==> src/rtl/ascon_pkg.sv <==
// Ascon permutation package: state type, round constants and round function.
package ascon_pkg;

    localparam int TOTAL_ROUNDS = 12;
    localparam int WORD_W       = 64;
    localparam int NUM_WORDS    = 5;
    localparam int CNT_W        = 4;

    // Word k of the state sits at index k (word 0 in the lowest bits).
    typedef logic [NUM_WORDS-1:0][WORD_W-1:0] ascon_state_t;

    typedef struct packed {
        logic [CNT_W-1:0] rounds;  // saturated round count
        ascon_state_t     st;
    } ascon_beat_t;

    function automatic logic [WORD_W-1:0] rotr64(input logic [WORD_W-1:0] x, input int n);
        return (x >> n) | (x << (WORD_W - n));
    endfunction

    function automatic ascon_state_t ascon_round(input ascon_state_t s,
                                                 input logic [CNT_W-1:0] idx);
        logic [WORD_W-1:0] a0, a1, a2, a3, a4;
        logic [WORD_W-1:0] n0, n1, n2, n3, n4;
        logic [WORD_W-1:0] rc;
        ascon_state_t      r;
        rc = {{(WORD_W-8){1'b0}}, 4'(4'd15 - idx), idx};
        // substitution layer, bitsliced
        a0 = s[0] ^ s[4];
        a4 = s[4] ^ s[3];
        a2 = s[2] ^ rc ^ s[1];
        a1 = s[1];
        a3 = s[3];
        n0 = ~a0 & a1;
        n1 = ~a1 & a2;
        n2 = ~a2 & a3;
        n3 = ~a3 & a4;
        n4 = ~a4 & a0;
        a0 = a0 ^ n1;
        a1 = a1 ^ n2;
        a2 = a2 ^ n3;
        a3 = a3 ^ n4;
        a4 = a4 ^ n0;
        a1 = a1 ^ a0;
        a0 = a0 ^ a4;
        a3 = a3 ^ a2;
        a2 = ~a2;
        // linear diffusion
        r[0] = a0 ^ rotr64(a0, 19) ^ rotr64(a0, 28);
        r[1] = a1 ^ rotr64(a1, 61) ^ rotr64(a1, 39);
        r[2] = a2 ^ rotr64(a2, 1)  ^ rotr64(a2, 6);
        r[3] = a3 ^ rotr64(a3, 10) ^ rotr64(a3, 17);
        r[4] = a4 ^ rotr64(a4, 7)  ^ rotr64(a4, 41);
        return r;
    endfunction

endpackage

==> src/rtl/ascon_stage.sv <==
// One pipeline stage of the Ascon permutation: one round, applied or bypassed, registered, with handshake.
module ascon_stage
    import ascon_pkg::*;
(
    input  logic              aclk,
    input  logic              aresetn,
    input  logic [CNT_W-1:0]  round_idx,   // round this stage owns, tied off
    input  logic              valid_i,
    output logic              ready_o,
    input  ascon_beat_t       beat_i,
    output logic              valid_o,
    input  logic              ready_i,
    output ascon_beat_t       beat_o
);

    logic        valid_reg;
    ascon_beat_t beat_reg;
    ascon_beat_t beat_next;
    logic        active;

    // round idx runs when idx >= TOTAL_ROUNDS - rounds
    assign active = ({1'b0, beat_i.rounds} + {1'b0, round_idx}) >= (CNT_W+1)'(TOTAL_ROUNDS);

    always_comb begin
        beat_next.rounds = beat_i.rounds;
        beat_next.st     = active ? ascon_round(beat_i.st, round_idx) : beat_i.st;
    end

    assign ready_o = !valid_reg || ready_i;

    always_ff @(posedge aclk) begin
        if (!aresetn) begin
            valid_reg <= 1'b0;
        end else if (ready_o) begin
            valid_reg <= valid_i;
        end
    end

    always_ff @(posedge aclk) begin
        if (ready_o && valid_i) begin
            beat_reg <= beat_next;
        end
    end

    assign valid_o = valid_reg;
    assign beat_o  = beat_reg;

endmodule

==> config.mk <==
export PLATFORM = sky130hd
export DESIGN_NAME = ascon_stage
export DESIGN_NICKNAME = d
export VERILOG_FILES = /design/src/rtl/ascon_pkg.sv /design/src/rtl/ascon_stage.sv
export SDC_FILE = /design/constraint.sdc
export NUM_CORES = 1
export LEC_CHECK = 0
export BUFFER_PORTS_ARGS = -buffer_cell sky130_fd_sc_hd__buf_4
export CORE_MARGIN = 4
export CORE_UTILIZATION = 40
export CTS_CLUSTER_SIZE = 8
export DETAILED_ROUTE_END_ITERATION = 10
export MAX_ROUTING_LAYER = met4
export SLEW_MARGIN = 20
export SYNTH_ARGS = -nofsm -noshare
export SYNTH_HDL_FRONTEND = slang
export SYNTH_SLANG_ARGS = --single-unit
==> constraint.sdc <==
create_clock -name aclk -period 11.9 [get_ports aclk]
set_input_delay 0.595 -clock aclk [delete_from_list [all_inputs] [get_ports aclk]]
set_output_delay 0.595 -clock aclk [all_outputs]
set_load 0.005 [all_outputs]
Word-level counts from Yosys, hierarchy flattened --
Cells that the tools add are included.
Storage, ports and cells: logic and storage cells 57, input port bits 332, register bits 325
Operators by class: $add $sub $neg 2, reductions and logical operators 3, magnitude comparators 1, bitwise operators 43, mux-type cells 1
Operator list (number):
- $xor A64 B64 Y64 | 21
- $not A64 Y64 | 6
- $and A64 B64 Y64 | 5
- $mux W320 | 1
- $or A23 B64 Y64 | 1
- $or A25 B64 Y64 | 1
- $or A3 B64 Y64 | 1
- $or A36 B64 Y64 | 1
- $or A45 B64 Y64 | 1
- $or A47 B64 Y64 | 1
- $or A54 B64 Y64 | 1
- $or A57 B64 Y64 | 1
- $or A58 B64 Y64 | 1
- $or A63 B64 Y64 | 1
- $xor A64 B8 Y64 | 1
- $add A4 B4 Y5 | 1
- $ge A5 B4 Y1 const B | 1
- $sub A4 B4 Y4 const A | 1
- $logic_and A1 B1 Y1 | 1
- $logic_not A1 Y1 | 1
- $logic_or A1 B1 Y1 | 1

Longest topological paths before layout --
depth after elaboration 11, depth in mapped cells 10, mapped depth without buffers 8

Worst setup path before layout --
No wires, ideal clock.
path kind input-to-reg, from in ready_i, to reg beat_reg, in the netlist beat_o[0], enable pin, required time 11172 ps, slack 3076 ps, stages on the path 2, data arrival time 8096 ps, cell sequence nand2b_1 > and2_1
Between the ends: word-level cells in the longest chain between the ends 2
RTL lines:
- from (decl) | line ascon_stage.sv:12 | input logic ready_i,
- $logic_or A1 B1 Y1 | line ascon_stage.sv:29 | assign ready_o = !valid_reg || ready_i;
- $logic_and A1 B1 Y1 | line ascon_stage.sv:40 | if (ready_o && valid_i) begin
- to (signal assigned) | line ascon_stage.sv:41 | beat_reg <= beat_next;
- to (decl) | line ascon_stage.sv:17 | ascon_beat_t beat_reg;
Every way passes these cells. A chain may end at the register's enable or synchronous reset.

Worst setup path after layout --
from reg valid_reg (netlist: valid_o), to reg beat_reg, in the netlist beat_o[96], enable pin
Between the ends: word-level cells in the longest chain between the ends 3
RTL lines:
- from (decl) | line ascon_stage.sv:16 | logic valid_reg;
- from (signal assigned) | line ascon_stage.sv:35 | valid_reg <= valid_i;
- $logic_not A1 Y1 | line ascon_stage.sv:29
- $logic_or A1 B1 Y1 | line ascon_stage.sv:29
- $logic_and A1 B1 Y1 | line ascon_stage.sv:40
Every way passes these cells.

==> results.toml <==
[sta]
fin_crit_ns = 3.45
tightest_slew_ns = 1.27
finClkSkew_ns = 0.0197
slew_viol_final = 0
finalHoldViolCount = 0
setup_slack_ns = 8.45
grt_setup_unrepaired = "false"
final.period_utilization = 0.290
tns_ns = 0
setup_viol = 0
fmax_ghz = 0.290
holdWs_ns = 0.196
max_slew_margin = 0.145

[routing]
wirelength_um = 140000
drc = 0
ant_nets = 0
vias = 21300
drtIter0Drc = 2463
wl_per_cell_um = 35.8
avgViaCountPerCell = 5.45
first_pass_iters = 6

[final_layout]
instances_no_fill = 3917
fin_util = 0.505
syn_to_final_growth_pct = 25.1
layout_common_cells = "672 x buf_4, 393 x xnor2_1, 324 x edfxtp_1"
final_common_cell = "buf_4"
final_cell_area_um2 = 37600
fillers = 6552
layout.nets = 3383
drive_gt1_frac = 0.369

[yosys]
ys_top_cells_by_area = "edfxtp_1 32%, xnor3_1 17%, xnor2_1 11%, mux2_2 8.3%, xnor2_2 6.4%"
ys_warn_count = 0
syn_inst = 2227
synth_top_area_share = 0.324
yosys.area.top_type = "edfxtp_1"
syn_avg_cell_area_um2 = 13.5
synthDistinctLibCells = 28
syn-cell-area_um2 = 30100
syn_nets = 2692
ys_seq_elements = 325
ys_seq_area_frac = 0.324

[worst_setup_path]
rr_worst_depth = 4
arrival_ns = 3.65
crit_type = "flip-flop to flip-flop"
cp_max_fo = 69
endpoint_kind = "flip-flop"
reg2reg_slack_ns = 8.45
crit_required_ns = 12.11
r2r-start = "valid_o"
r2r_end = "beat_o[96]"
startpoint_type = "flip-flop"

[min_path]
hp-class = "primary input to flip-flop"
min_path_cells = 1
min_to = "beat_o[320]"
hp-start = "beat_i[320]"

[pwr]
p_total_mw = 7.43
ir_worst_vdd_mv = 0.106
p_per_area_nw_per_um2 = 198
p_leak_nw = 17.5

[clocking]
post_cts_resized = 0
clk_path_buf_depth = 3
root_buffer = "clkbuf_16"
clk_pin_slew_ns = 0.05
ctsHoldBuffers = 0
clk-insertion-delay-late_ns = 0.60
cts_setup_buffers = 0
clkSinkCount = 325
htree_levels = 2
cts_made_buffers = 49
cts_tree = "yes"

[placement]
place_area_um2 = 36200
pre_cts_ws_ns = 7.92
dp_hpwl_um = 119000
place_congestion = 1.00
io_buffers = 657
dpl.cell_count = 3836

[job]
cap_violations = 0

[floorplanning]
die_x_um = 282
dieArea_um2 = 79600
coreArea_um2 = 74400
initial_core_util = 0.404
io_pins = 658
rows = 100
die_y_um = 282

[grt]
grt_pass1_vias = 21400
antenna_found_initial = 11
grt_max_degree = 142
grt_first_pass_wirelength_um = 183000
grt_usage = 0.352
overflow = 0

[run_status]
status = "completed"
[sequential cells by signal, summed over array words and instances, names as in the netlist]
signal and count:
beat_o 324, valid_o 1
[where the power goes]
group	switching [mW]	internal [mW]	leakage (nW)
logic	2.15	2.09	13.7
registers	0.170	1.72	3.14
clock network	0.565	0.743	0.649
[per-layer routing]
metal  up-vias  track usage  routed length (um)
met5         -            -                   0
met4         0        0.118                5230
met3       186       0.0701               12000
met2      1190        0.575               67900
met1     10900        0.441               55100
li1       9076            -                   -
[critical path, cell delays in order, from the launching register on]
cell,delay (ns)
dfxtp_1,0.31
nand2b_1,0.11
and2_4,0.77
buf_4,0.83
buf_4,0.77
[area by class of cell]
type,count,area [um^2],share of cell area
diodes,8,20.0,0.000533
clock buffers,64,1280,0.0341
clock inverters,9,51.3,0.00136
inverters,197,739,0.0197
multi-input cells,1670,19400,0.517
flip-flops and latches,325,9750,0.259
well taps,969,1210,0.0323
repair buffers,675,5100,0.136
[worst max-delay path by stage]
stage                 startpoint          end  slack (ns)  cells after the start
floorplan                ready_i    beat_o[0]        3.08                      2
global placement    round_idx[0]  beat_o[174]        7.92                      9
detailed placement  round_idx[0]   beat_o[50]        7.92                      9
CTS                      valid_o  beat_o[304]        8.54                      4
global route             valid_o   beat_o[96]        8.33                      4
finish                   valid_o   beat_o[96]        8.45                      4
[kinds of logic after synthesis]
logic type,after synthesis,share of synthesized area
muxes,324,0.117
DFF,325,0.324
adders and majority gates,196,0.0767
xor gates and xnor gates,896,0.416
buffers and inverters,232,0.0305
AOI/OAI and AO/OA,68,0.0117
and+or+nand+nor,186,0.0234
[Yosys cell counts, drive strengths merged]
| library cell | instances |
|---|---|
| xnor2 | 514 |
| edfxtp | 324 |
| xnor3 | 225 |
| mux2 | 221 |
| inv | 197 |
| nand2 | 149 |
| ha | 132 |
| xor2 | 118 |
| mux2i | 103 |
| maj3 | 63 |
| o21ai | 42 |
| xor3 | 39 |
| buf | 35 |
| nor2 | 35 |
| a21oi | 23 |
| a21boi | 1 |
| a22o | 1 |
| and2 | 1 |
| dfxtp | 1 |
| fa | 1 |
| nand2b | 1 |
| o21bai | 1 |
No activity file was read; power rests on OpenSTA's default activity.
